File: src/rtl/core/rmvs_pkg.sv
// Shared types and fixed widths of the running mean / variance statistics block.
package rmvs_pkg;

    localparam int SUM_WIDTH     = 48;
    localparam int M2_WIDTH      = 64;
    localparam int VAR_WIDTH     = 32;
    localparam int SD_WIDTH      = 24;
    localparam int REL_WIDTH     = 32;
    localparam int DIV_NUM_WIDTH = 64;
    localparam int FRAC_BITS     = 16;

    typedef enum logic [3:0] {
        ST_IDLE,
        ST_MEAN_GO,
        ST_MEAN_WAIT,
        ST_MEAN_UPD,
        ST_MUL_GO,
        ST_MUL_WAIT,
        ST_M2_UPD,
        ST_VAR_GO,
        ST_VAR_WAIT,
        ST_SQRT_GO,
        ST_SQRT_WAIT,
        ST_REL_GO,
        ST_REL_WAIT,
        ST_OUT
    } state_t;

endpackage

File: src/rtl/core/rmvs_divider.sv
// Restoring bit-serial unsigned divider, one quotient bit per cycle.
module rmvs_divider #(
    parameter int NUM_W = 64,
    parameter int DEN_W = 32
) (
    input  logic             aclk,
    input  logic             aresetn,
    input  logic             start,
    input  logic [NUM_W-1:0] num,
    input  logic [DEN_W-1:0] den,
    output logic             done,
    output logic [NUM_W-1:0] quo
);
    localparam int CW = $clog2(NUM_W + 1);

    logic             busy_reg;
    logic             done_reg;
    logic [CW-1:0]    cnt_reg;
    logic [NUM_W-1:0] num_sh_reg;
    logic [DEN_W-1:0] rem_reg;
    logic [DEN_W-1:0] den_reg;
    logic [DEN_W:0]   trial;
    logic             fits;

    assign trial = {rem_reg, num_sh_reg[NUM_W-1]};
    assign fits  = trial >= {1'b0, den_reg};

    always_ff @(posedge aclk) begin
        if (!aresetn) begin
            busy_reg <= 1'b0;
            done_reg <= 1'b0;
            cnt_reg  <= '0;
        end else begin
            done_reg <= 1'b0;
            if (start) begin
                busy_reg <= 1'b1;
                cnt_reg  <= CW'(NUM_W);
            end else if (busy_reg) begin
                cnt_reg <= cnt_reg - 1'b1;
                if (cnt_reg == CW'(1)) begin
                    busy_reg <= 1'b0;
                    done_reg <= 1'b1;
                end
            end
        end
    end

    always_ff @(posedge aclk) begin
        if (start) begin
            num_sh_reg <= num;
            den_reg    <= den;
            rem_reg    <= '0;
        end else if (busy_reg) begin
            num_sh_reg <= {num_sh_reg[NUM_W-2:0], fits};
            rem_reg    <= fits ? DEN_W'(trial - {1'b0, den_reg}) : trial[DEN_W-1:0];
        end
    end

    assign done = done_reg;
    assign quo  = num_sh_reg;
endmodule

File: src/rtl/core/rmvs_mul.sv
// Shift-add serial multiplier, one multiplier bit per cycle.
module rmvs_mul #(
    parameter int OP_W = 25
) (
    input  logic              aclk,
    input  logic              aresetn,
    input  logic              start,
    input  logic [OP_W-1:0]   a,
    input  logic [OP_W-1:0]   b,
    output logic              done,
    output logic [2*OP_W-1:0] prod
);
    localparam int PW = 2 * OP_W;
    localparam int CW = $clog2(OP_W + 1);

    logic            busy_reg;
    logic            done_reg;
    logic [CW-1:0]   cnt_reg;
    logic [PW-1:0]   acc_reg;
    logic [PW-1:0]   a_sh_reg;
    logic [OP_W-1:0] b_sh_reg;

    always_ff @(posedge aclk) begin
        if (!aresetn) begin
            busy_reg <= 1'b0;
            done_reg <= 1'b0;
            cnt_reg  <= '0;
        end else begin
            done_reg <= 1'b0;
            if (start) begin
                busy_reg <= 1'b1;
                cnt_reg  <= CW'(OP_W);
            end else if (busy_reg) begin
                cnt_reg <= cnt_reg - 1'b1;
                if (cnt_reg == CW'(1)) begin
                    busy_reg <= 1'b0;
                    done_reg <= 1'b1;
                end
            end
        end
    end

    always_ff @(posedge aclk) begin
        if (start) begin
            acc_reg  <= '0;
            a_sh_reg <= PW'(a);
            b_sh_reg <= b;
        end else if (busy_reg) begin
            if (b_sh_reg[0]) begin
                acc_reg <= acc_reg + a_sh_reg;
            end
            a_sh_reg <= {a_sh_reg[PW-2:0], 1'b0};
            b_sh_reg <= {1'b0, b_sh_reg[OP_W-1:1]};
        end
    end

    assign done = done_reg;
    assign prod = acc_reg;
endmodule

File: src/rtl/core/rmvs_sqrt.sv
// Digit-by-digit integer square root, one root bit per cycle.
module rmvs_sqrt (
    input  logic                            aclk,
    input  logic                            aresetn,
    input  logic                            start,
    input  logic [2*rmvs_pkg::SD_WIDTH-1:0] rad,
    output logic                            done,
    output logic [rmvs_pkg::SD_WIDTH-1:0]   root
);
    localparam int RW = rmvs_pkg::SD_WIDTH;
    localparam int AW = 2 * RW;
    localparam int EW = RW + 3;
    localparam int CW = $clog2(RW + 1);

    logic          busy_reg;
    logic          done_reg;
    logic [CW-1:0] cnt_reg;
    logic [AW-1:0] rad_sh_reg;
    logic [EW-1:0] rem_reg;
    logic [RW-1:0] root_reg;
    logic [EW-1:0] cur;
    logic [EW-1:0] trial;
    logic          fits;

    assign cur   = {rem_reg[EW-3:0], rad_sh_reg[AW-1:AW-2]};
    assign trial = EW'({root_reg, 2'b01});
    assign fits  = cur >= trial;

    always_ff @(posedge aclk) begin
        if (!aresetn) begin
            busy_reg <= 1'b0;
            done_reg <= 1'b0;
            cnt_reg  <= '0;
        end else begin
            done_reg <= 1'b0;
            if (start) begin
                busy_reg <= 1'b1;
                cnt_reg  <= CW'(RW);
            end else if (busy_reg) begin
                cnt_reg <= cnt_reg - 1'b1;
                if (cnt_reg == CW'(1)) begin
                    busy_reg <= 1'b0;
                    done_reg <= 1'b1;
                end
            end
        end
    end

    always_ff @(posedge aclk) begin
        if (start) begin
            rad_sh_reg <= rad;
            rem_reg    <= '0;
            root_reg   <= '0;
        end else if (busy_reg) begin
            rad_sh_reg <= {rad_sh_reg[AW-3:0], 2'b00};
            rem_reg    <= fits ? cur - trial : cur;
            root_reg   <= {root_reg[RW-2:0], fits};
        end
    end

    assign done = done_reg;
    assign root = root_reg;
endmodule

File: src/rtl/core/running_mean_variance_stats_top.sv
// Top level of the running mean / Welford variance statistics block.
//
//   channel   group      payload (low bit up)                                    dir
//   -------   --------   -----------------------------------------------------   ---
//   input     s_axis     tuser: action; tdata: sample                            in
//   result    m_axis     tuser: rel_valid; tdata: sample_count, minimum,         out
//                        maximum, total, mean, variance, std_dev, rel_std_dev
//
// One transaction in gives one transaction out. An add with more than one sample
// makes three passes of the shared serial divider (mean step, M2/n, std_dev/mean)
// and also runs the M2 product and the 24-bit square root. The first add skips the
// product. A zero mean skips the last division. A clear runs only the square root.
// Synchronous active-low reset clears statistics and handshake.
// The result sits in an output register; a new input is taken while it waits,
// and the pipeline holds in the final step until the register is free.
module running_mean_variance_stats_top #(
    parameter int SAMPLE_WIDTH = 16,
    parameter int COUNT_WIDTH  = 32,
    localparam int S_DATA_W    = ((SAMPLE_WIDTH + 7) / 8) * 8,
    localparam int M_DATA_W    = ((COUNT_WIDTH + 3 * SAMPLE_WIDTH + 8 + rmvs_pkg::SUM_WIDTH
                                   + rmvs_pkg::VAR_WIDTH + rmvs_pkg::SD_WIDTH
                                   + rmvs_pkg::REL_WIDTH + 7) / 8) * 8
) (
    input  logic                        aclk,
    input  logic                        aresetn,
    input  logic                        s_tvalid,
    output logic                        s_tready,
    input  logic [S_DATA_W-1:0]         s_tdata,   // sample
    input  logic [0:0]                  s_tuser,   // action
    output logic                        m_tvalid,
    input  logic                        m_tready,
    output logic [M_DATA_W-1:0]         m_tdata,   // count, min, max, total, mean,
                                                   // variance, std_dev, rel_std_dev
    output logic [0:0]                  m_tuser    // rel_valid
);
    localparam int MW       = SAMPLE_WIDTH + 8;            // mean width, Q.8
    localparam int DW       = MW + 1;                      // deviation width
    localparam int PW       = 2 * DW;                      // product width
    localparam int MX       = MW + 3;                      // mean update headroom
    localparam int EW       = ((PW > rmvs_pkg::M2_WIDTH) ? PW : rmvs_pkg::M2_WIDTH) + 1;
    localparam int DEN_W    = (MW > COUNT_WIDTH) ? MW : COUNT_WIDTH;
    localparam int NW       = rmvs_pkg::DIV_NUM_WIDTH;
    localparam int SDW      = rmvs_pkg::SD_WIDTH;
    localparam int VW       = rmvs_pkg::VAR_WIDTH;
    localparam int RLW      = rmvs_pkg::REL_WIDTH;
    localparam int FB       = rmvs_pkg::FRAC_BITS;

    localparam logic [MX-1:0] MEAN_MAX_X = {4'b0000, {(MW-1){1'b1}}};
    localparam logic [MX-1:0] MEAN_MIN_X = {4'b1111, {(MW-1){1'b0}}};

    rmvs_pkg::state_t state_reg, state_next;

    // statistics
    logic [COUNT_WIDTH-1:0]        count_reg;
    logic [SAMPLE_WIDTH-1:0]       min_reg;
    logic [SAMPLE_WIDTH-1:0]       max_reg;
    logic [rmvs_pkg::SUM_WIDTH-1:0] sum_reg;
    logic [MW-1:0]                 mean_reg;
    logic [rmvs_pkg::M2_WIDTH-1:0] m2_reg;

    // per-transaction work
    logic [SAMPLE_WIDTH-1:0] sample_reg;
    logic [DW-1:0]           d_mag_reg;
    logic                    d_neg_reg;
    logic [DW-1:0]           e_mag_reg;
    logic                    e_neg_reg;
    logic [VW-1:0]           var_reg;
    logic [SDW-1:0]          sd_reg;
    logic [RLW-1:0]          rel_reg;
    logic                    rel_valid_reg;

    // output register
    logic                m_valid_reg;
    logic [M_DATA_W-1:0] m_data_reg;
    logic                m_user_reg;

    logic                    in_fire;
    logic                    in_clear;
    logic [SAMPLE_WIDTH-1:0] in_sample;
    logic [MW-1:0]           in_s8;
    logic [DW-1:0]           d_val;
    logic [MW-1:0]           s8_reg;
    logic [DW-1:0]           e_val;
    logic [MX-1:0]           q_ext;
    logic [MX-1:0]           mean_x;
    logic [MX-1:0]           m_raw;
    logic [MW-1:0]           m_new;
    logic [EW-1:0]           m2_ext;
    logic [EW-1:0]           prod_ext;
    logic [EW-1:0]           m2_sum;
    logic [MW-1:0]           mean_mag;
    logic                    out_free;

    logic          div_start;
    logic [NW-1:0] div_num;
    logic [DEN_W-1:0] div_den;
    logic          div_done;
    logic [NW-1:0] div_quo;
    logic          mul_start;
    logic          mul_done;
    logic [PW-1:0] mul_prod;
    logic          sqrt_start;
    logic          sqrt_done;
    logic [SDW-1:0] sqrt_root;

    assign s_tready  = (state_reg == rmvs_pkg::ST_IDLE);
    assign in_fire   = s_tvalid && s_tready;
    assign in_clear  = s_tuser[0];
    assign in_sample = s_tdata[SAMPLE_WIDTH-1:0];
    assign in_s8     = {in_sample, 8'h00};
    assign d_val     = {in_s8[MW-1], in_s8} - {mean_reg[MW-1], mean_reg};
    assign out_free  = !m_valid_reg || m_tready;

    // mean step: mean +/- rounded |d|/n, clamped to the mean field
    assign q_ext  = MX'(div_quo[MW+1:0]);
    assign mean_x = {{3{mean_reg[MW-1]}}, mean_reg};
    assign m_raw  = d_neg_reg ? mean_x - q_ext : mean_x + q_ext;
    always_comb begin
        if ($signed(m_raw) > $signed(MEAN_MAX_X)) begin
            m_new = MEAN_MAX_X[MW-1:0];
        end else if ($signed(m_raw) < $signed(MEAN_MIN_X)) begin
            m_new = MEAN_MIN_X[MW-1:0];
        end else begin
            m_new = m_raw[MW-1:0];
        end
    end
    assign s8_reg = {sample_reg, 8'h00};
    assign e_val  = {s8_reg[MW-1], s8_reg} - {m_new[MW-1], m_new};

    assign m2_ext   = EW'(m2_reg);
    assign prod_ext = EW'(mul_prod);
    assign m2_sum   = m2_ext + prod_ext;
    assign mean_mag = mean_reg[MW-1] ? MW'(-mean_reg) : mean_reg;

    // shared divider operands
    always_comb begin
        div_start = 1'b0;
        div_num   = '0;
        div_den   = '0;
        unique case (state_reg)
            rmvs_pkg::ST_MEAN_GO: begin
                div_start = 1'b1;
                div_num   = NW'(d_mag_reg) + NW'(count_reg >> 1);
                div_den   = DEN_W'(count_reg);
            end
            rmvs_pkg::ST_VAR_GO: begin
                div_start = (count_reg != '0);
                div_num   = NW'(m2_reg);
                div_den   = DEN_W'(count_reg);
            end
            rmvs_pkg::ST_REL_GO: begin
                div_start = (mean_reg != '0);
                div_num   = NW'({sd_reg, 16'h0000});
                div_den   = DEN_W'(mean_mag);
            end
            default: begin
                div_start = 1'b0;
            end
        endcase
    end

    assign mul_start  = (state_reg == rmvs_pkg::ST_MUL_GO);
    assign sqrt_start = (state_reg == rmvs_pkg::ST_SQRT_GO);

    always_ff @(posedge aclk) begin
        if (!aresetn) begin
            state_reg <= rmvs_pkg::ST_IDLE;
        end else begin
            state_reg <= state_next;
        end
    end

    always_comb begin
        state_next = state_reg;
        unique case (state_reg)
            rmvs_pkg::ST_IDLE: begin
                if (in_fire) begin
                    state_next = in_clear ? rmvs_pkg::ST_VAR_GO : rmvs_pkg::ST_MEAN_GO;
                end
            end
            rmvs_pkg::ST_MEAN_GO:   state_next = rmvs_pkg::ST_MEAN_WAIT;
            rmvs_pkg::ST_MEAN_WAIT: begin
                if (div_done) begin
                    state_next = rmvs_pkg::ST_MEAN_UPD;
                end
            end
            rmvs_pkg::ST_MEAN_UPD: begin
                state_next = (count_reg > COUNT_WIDTH'(1)) ? rmvs_pkg::ST_MUL_GO
                                                           : rmvs_pkg::ST_VAR_GO;
            end
            rmvs_pkg::ST_MUL_GO:    state_next = rmvs_pkg::ST_MUL_WAIT;
            rmvs_pkg::ST_MUL_WAIT: begin
                if (mul_done) begin
                    state_next = rmvs_pkg::ST_M2_UPD;
                end
            end
            rmvs_pkg::ST_M2_UPD:    state_next = rmvs_pkg::ST_VAR_GO;
            rmvs_pkg::ST_VAR_GO: begin
                state_next = (count_reg != '0) ? rmvs_pkg::ST_VAR_WAIT
                                               : rmvs_pkg::ST_SQRT_GO;
            end
            rmvs_pkg::ST_VAR_WAIT: begin
                if (div_done) begin
                    state_next = rmvs_pkg::ST_SQRT_GO;
                end
            end
            rmvs_pkg::ST_SQRT_GO:   state_next = rmvs_pkg::ST_SQRT_WAIT;
            rmvs_pkg::ST_SQRT_WAIT: begin
                if (sqrt_done) begin
                    state_next = rmvs_pkg::ST_REL_GO;
                end
            end
            rmvs_pkg::ST_REL_GO: begin
                state_next = (mean_reg != '0) ? rmvs_pkg::ST_REL_WAIT : rmvs_pkg::ST_OUT;
            end
            rmvs_pkg::ST_REL_WAIT: begin
                if (div_done) begin
                    state_next = rmvs_pkg::ST_OUT;
                end
            end
            rmvs_pkg::ST_OUT: begin
                if (out_free) begin
                    state_next = rmvs_pkg::ST_IDLE;
                end
            end
            default: state_next = rmvs_pkg::ST_IDLE;
        endcase
    end

    // statistics and per-transaction datapath
    always_ff @(posedge aclk) begin
        if (!aresetn) begin
            count_reg <= '0;
            min_reg   <= {1'b0, {(SAMPLE_WIDTH-1){1'b1}}};
            max_reg   <= {1'b1, {(SAMPLE_WIDTH-1){1'b0}}};
            sum_reg   <= '0;
            mean_reg  <= '0;
            m2_reg    <= '0;
        end else begin
            case (state_reg)
                rmvs_pkg::ST_IDLE: begin
                    if (in_fire && in_clear) begin
                        count_reg <= '0;
                        min_reg   <= {1'b0, {(SAMPLE_WIDTH-1){1'b1}}};
                        max_reg   <= {1'b1, {(SAMPLE_WIDTH-1){1'b0}}};
                        sum_reg   <= '0;
                        mean_reg  <= '0;
                        m2_reg    <= '0;
                    end else if (in_fire) begin
                        if (count_reg != {COUNT_WIDTH{1'b1}}) begin
                            count_reg <= count_reg + 1'b1;
                        end
                        sum_reg <= sum_reg + rmvs_pkg::SUM_WIDTH'($signed(in_sample));
                        if ($signed(in_sample) > $signed(max_reg)) begin
                            max_reg <= in_sample;
                        end
                        if ($signed(in_sample) < $signed(min_reg)) begin
                            min_reg <= in_sample;
                        end
                    end
                end
                rmvs_pkg::ST_MEAN_UPD: begin
                    mean_reg <= m_new;
                end
                rmvs_pkg::ST_M2_UPD: begin
                    if (d_neg_reg == e_neg_reg) begin
                        // saturate at all ones
                        m2_reg <= (m2_sum[EW-1:rmvs_pkg::M2_WIDTH] != '0)
                                  ? {rmvs_pkg::M2_WIDTH{1'b1}}
                                  : m2_sum[rmvs_pkg::M2_WIDTH-1:0];
                    end else begin
                        m2_reg <= (prod_ext > m2_ext) ? '0
                                  : rmvs_pkg::M2_WIDTH'(m2_ext - prod_ext);
                    end
                end
                default: begin
                    m2_reg <= m2_reg;
                end
            endcase
        end
    end

    always_ff @(posedge aclk) begin
        case (state_reg)
            rmvs_pkg::ST_IDLE: begin
                sample_reg <= in_sample;
                d_neg_reg  <= d_val[DW-1];
                d_mag_reg  <= d_val[DW-1] ? DW'(-d_val) : d_val;
            end
            rmvs_pkg::ST_MEAN_UPD: begin
                e_neg_reg <= e_val[DW-1];
                e_mag_reg <= e_val[DW-1] ? DW'(-e_val) : e_val;
            end
            rmvs_pkg::ST_VAR_GO: begin
                var_reg <= '0;
            end
            rmvs_pkg::ST_VAR_WAIT: begin
                if (div_done) begin
                    var_reg <= (div_quo[NW-1:VW+FB] != '0) ? {VW{1'b1}}
                                                            : div_quo[VW+FB-1:FB];
                end
            end
            rmvs_pkg::ST_SQRT_WAIT: begin
                if (sqrt_done) begin
                    sd_reg <= sqrt_root;
                end
            end
            rmvs_pkg::ST_REL_GO: begin
                rel_reg       <= '0;
                rel_valid_reg <= (mean_reg != '0);
            end
            rmvs_pkg::ST_REL_WAIT: begin
                if (div_done) begin
                    if (!mean_reg[MW-1]) begin
                        rel_reg <= (div_quo > NW'(32'h7FFF_FFFF)) ? 32'h7FFF_FFFF
                                                                  : div_quo[RLW-1:0];
                    end else begin
                        rel_reg <= (div_quo > NW'(32'h8000_0000)) ? 32'h8000_0000
                                                                  : RLW'(-div_quo[RLW-1:0]);
                    end
                end
            end
            default: begin
                sample_reg <= sample_reg;
            end
        endcase
    end

    // output register
    always_ff @(posedge aclk) begin
        if (!aresetn) begin
            m_valid_reg <= 1'b0;
        end else if (state_reg == rmvs_pkg::ST_OUT && out_free) begin
            m_valid_reg <= 1'b1;
        end else if (m_tready) begin
            m_valid_reg <= 1'b0;
        end
    end

    always_ff @(posedge aclk) begin
        if (state_reg == rmvs_pkg::ST_OUT && out_free) begin
            m_data_reg <= M_DATA_W'({rel_reg, sd_reg, var_reg, mean_reg, sum_reg,
                                     max_reg, min_reg, count_reg});
            m_user_reg <= rel_valid_reg;
        end
    end

    assign m_tvalid   = m_valid_reg;
    assign m_tdata    = m_data_reg;
    assign m_tuser[0] = m_user_reg;

    rmvs_divider #(
        .NUM_W (NW),
        .DEN_W (DEN_W)
    ) u_div (
        .aclk    (aclk),
        .aresetn (aresetn),
        .start   (div_start),
        .num     (div_num),
        .den     (div_den),
        .done    (div_done),
        .quo     (div_quo)
    );

    rmvs_mul #(
        .OP_W (DW)
    ) u_mul (
        .aclk    (aclk),
        .aresetn (aresetn),
        .start   (mul_start),
        .a       (d_mag_reg),
        .b       (e_mag_reg),
        .done    (mul_done),
        .prod    (mul_prod)
    );

    rmvs_sqrt u_sqrt (
        .aclk    (aclk),
        .aresetn (aresetn),
        .start   (sqrt_start),
        .rad     ({var_reg, 16'h0000}),
        .done    (sqrt_done),
        .root    (sqrt_root)
    );
endmodule

File: config.mk
export PLATFORM = sky130hd
export DESIGN_NAME = running_mean_variance_stats_top
export DESIGN_NICKNAME = d
export VERILOG_FILES = /design/src/rtl/core/rmvs_pkg.sv /design/src/rtl/core/rmvs_divider.sv /design/src/rtl/core/rmvs_mul.sv /design/src/rtl/core/rmvs_sqrt.sv /design/src/rtl/core/running_mean_variance_stats_top.sv
export SDC_FILE = /design/constraint.sdc
export NUM_CORES = 2
export LEC_CHECK = 0
export BUFFER_PORTS_ARGS = -buffer_cell sky130_fd_sc_hd__buf_2
export CORE_AREA = 5 5 261 391
export DETAILED_ROUTE_END_ITERATION = 7
export DIE_AREA = 0 0 266 396
export GPL_TIMING_DRIVEN = 1
export HOLD_SLACK_MARGIN = 0.02
export PLACE_DENSITY = 0.77
export SETUP_SLACK_MARGIN = 0.5
export SLEW_MARGIN = 20
export SYNTH_ARGS = -nofsm -noshare
export SYNTH_HDL_FRONTEND = slang
export SYNTH_SLANG_ARGS = --single-unit
File: constraint.sdc
create_clock -name aclk -period 15.9 [get_ports aclk]
set_clock_uncertainty 0.15 [all_clocks]
set_input_delay 0 -clock aclk [delete_from_list [all_inputs] [get_ports aclk]]
set_output_delay 0 -clock aclk [all_outputs]
set_load 0.01 [all_outputs]
==> results.ini <==
[floorplanning]
io-pin-count=248
start_util_pct=56.6
dieArea_um2=105000
die_w_um=266
die_h_um=396
core_area_um2=98100
num_rows=141

[synthesis]
synth_edf_count=560
synth_top_area_cell=edfxtp_1
syn_inst=6052
synth-seq-cells=944
yosysSeqAreaShare_pct=44.1
synthArstFlopShare_pct=0
synth_nets=6455
yosys-top-cells-area=edfxtp_1, dfxtp_1, ha_1
avgSynthCellArea_um2=9.17
synth_most_common_cell=nor2_1
yosysWarnings=0
syn_area_um2=55500
yosys.area.top_type_share_pct=30.3
synth-main-ff-cell=edfxtp_1
ys_types=98
synth_commonest_cells=nor2_1, nand2_1, a21oi_1

[setup_path]
worst_setup_path_start_kind=flip-flop
worst_r2r_endpoint=e_mag_reg[3]
required_ns=16.22
worstSetupEndpointType=flip-flop
cp.depth=31
worstPathArrival_ns=10.97
reg2reg_depth=31
cp_slowest_stage_delay_ns=0.71
critPathBufInv=2
r2r_slack_ns=5.25
critical-path-top-delay-family=simple AND/OR/NAND/NOR gates
cp_max_fo=19
timing.rr.start=u_div.quo[2]
crit_type=flip-flop to flip-flop
critPathSlowestCell=a41o_1

[routing]
wl_per_cell_um=23.3
drt_pre_antenna_iters=8
finalWirelength_mm=175
drt_iter0_drc=4334
drcViolationCount=5
vias=47102
ant_nets=0
viasPerCell=6.25

[clock_network]
clk_pin_slew_ns=0.07
cts_tree=yes
ctsHoldBuffers=20
cts_inserted_buffers=92
root_buffer=clkbuf_16
htree_levels=3
clk-insertion-delay-late_ns=0.72
cts.sinks=944
cts_setup_buffers=0
cts_buffer_depth=3
postCtsResizedCells=0

[sta]
worst_pin_slew_ns=1.23
fin_crit_ns=10.65
hold_ws_ns=0.0859
slew_viol_final=0
finalCritPeriodShare_pct=67.0
max_freq_ghz=0.0939
max_slew_margin_pct=17.3
hold_viol=0
fin_tns_setup_ns=0
setup_viol=0
rsz0062_at_grt=no

[worst_hold_path]
hp-class=input pin to flip-flop
hold_depth=2
min_to=sample_reg[9]
hp-start=s_tdata[9]

[power]
ir_drop_v=0.000205
p_sw_mw=6.34
cellInternalPower_mw=7.36
p_total_mw=13.7
pwr-share-comb_pct=55.3
pwr-share-clk_pct=16.5
netSwitchingFraction_pct=46.3
p_leak_nw=24.9
p_seq_share_pct=28.2
powerDensity_nw_per_um2=224

[grt]
grt-ovfl-total=0
busiest_layer=met2
grt_max_degree=161
antenna_found_initial=4
grt_pass1_vias=45477
grtUsageMet1_pct=35.5
grt_util_met2_pct=53.3
grtUsageMet3_pct=5.80
grt_pass1_wl_mm=264
grt_usage_pct=32.0

[place]
gp_congestion=1.02
dp_hpwl_mm=128
io_buffers=247

[finish]
nets=6564
fillCellCount=8257
syn_to_final_growth_pct=10.2
drive_gt1_share_pct=8.89
layout.area.seq_um2=24500
largest_reg_flops=224
multiInputGateArea_um2=28800

[run]
maxCapViolations=0

[run_status]
status=complete, but fails checks
violations=design-rule violations

[per-layer routing]
| metal | up-vias | share of wire, % |
|---|---|---|
| li1 | 22045 | - |
| met5 | - | 0.014 |
| met4 | 4 | 10 |
| met1 | 22324 | 35 |
| met3 | 632 | 7.4 |
| met2 | 2097 | 47 |
[cell usage in the layout, fill, tap and decap left out, types with 74 or more instances in the layout]
cell type	netlist	layout
o21bai_1	74	74
a21o_1	128	128
ha_1	375	375
mux2i_1	112	112
nand3_1	126	125
buf_2	10	247
o21a_1	78	77
a21oi_1	584	580
inv_1	320	320
dfxtp_1	384	380
clkbuf_16	0	94
nand2_1	655	650
o21ai_0	268	268
nor3_1	129	125
edfxtp_1	560	560
nor2_1	659	656
xnor2_1	223	222
xor2_1	95	94
[power groups by stage]
| stage | sequential, mW | combinational [mW] | clock (mW) |
|---|---|---|---|
| 2_1_floorplan | 3.60 | 5.70 | 0 |
| 3_3_place_gp | 3.88 | 7.25 | 0 |
| 4_1_cts | 3.85 | 7.44 | 2.29 |
| 5_1_grt | 3.90 | 8.28 | 2.40 |
| 3_5_place_dp | 3.89 | 7.37 | 0 |
| 6_report | 3.87 | 7.57 | 2.26 |
[worst max-delay path by stage]
stage	start	endpoint	slack (ns)
3_5_place_dp	u_div.quo[2]	e_mag_reg[3]	5.55
6_report	u_div.quo[2]	e_mag_reg[3]	5.25
5_1_grt	u_div.quo[2]	e_mag_reg[3]	4.49
4_1_cts	u_div.quo[2]	e_mag_reg[3]	5.46
2_1_floorplan	state_reg[2]	m_tdata[0]	5.46
3_3_place_gp	u_div.quo[2]	e_mag_reg[3]	5.68
[per-stage QoR]
stage / setup WS (ns) / util [%] / cell area, um^2 / std cells
finish: 5.25 / 62.3 / 61200 / 7531
global route: 4.49 / 62.3 / 61100 / 7527
CTS: 5.46 / 62.3 / 61100 / 7526
detailed placement: 5.55 / 58.9 / 57800 / 7333
global placement: 5.68 / 58.9 / 57800 / 7333
floorplan: 5.46 / - / 55500 / 6052
[area by class of cell]
cell class / instances / share of cell area, %
antenna: 4 / 0.0164
clock buffer: 122 / 4.25
clock inverter: 51 / 0.859
inverter: 327 / 2.01
multi-input combinational: 4474 / 47.1
sequential: 944 / 40.1
tap: 1287 / 2.63
timing repair buffer: 322 / 3.08
[logic make-up after synthesis]
kind of cell	after synthesis	share of synthesized area, %
xor+xnor	321	5.13
fa+ha+maj	384	8.74
compound gates	1687	19.7
buf+inv	634	4.32
mux	115	2.08
flops	944	44.1
simple gates	1967	15.9
Power figures use the tool's default switching activity.
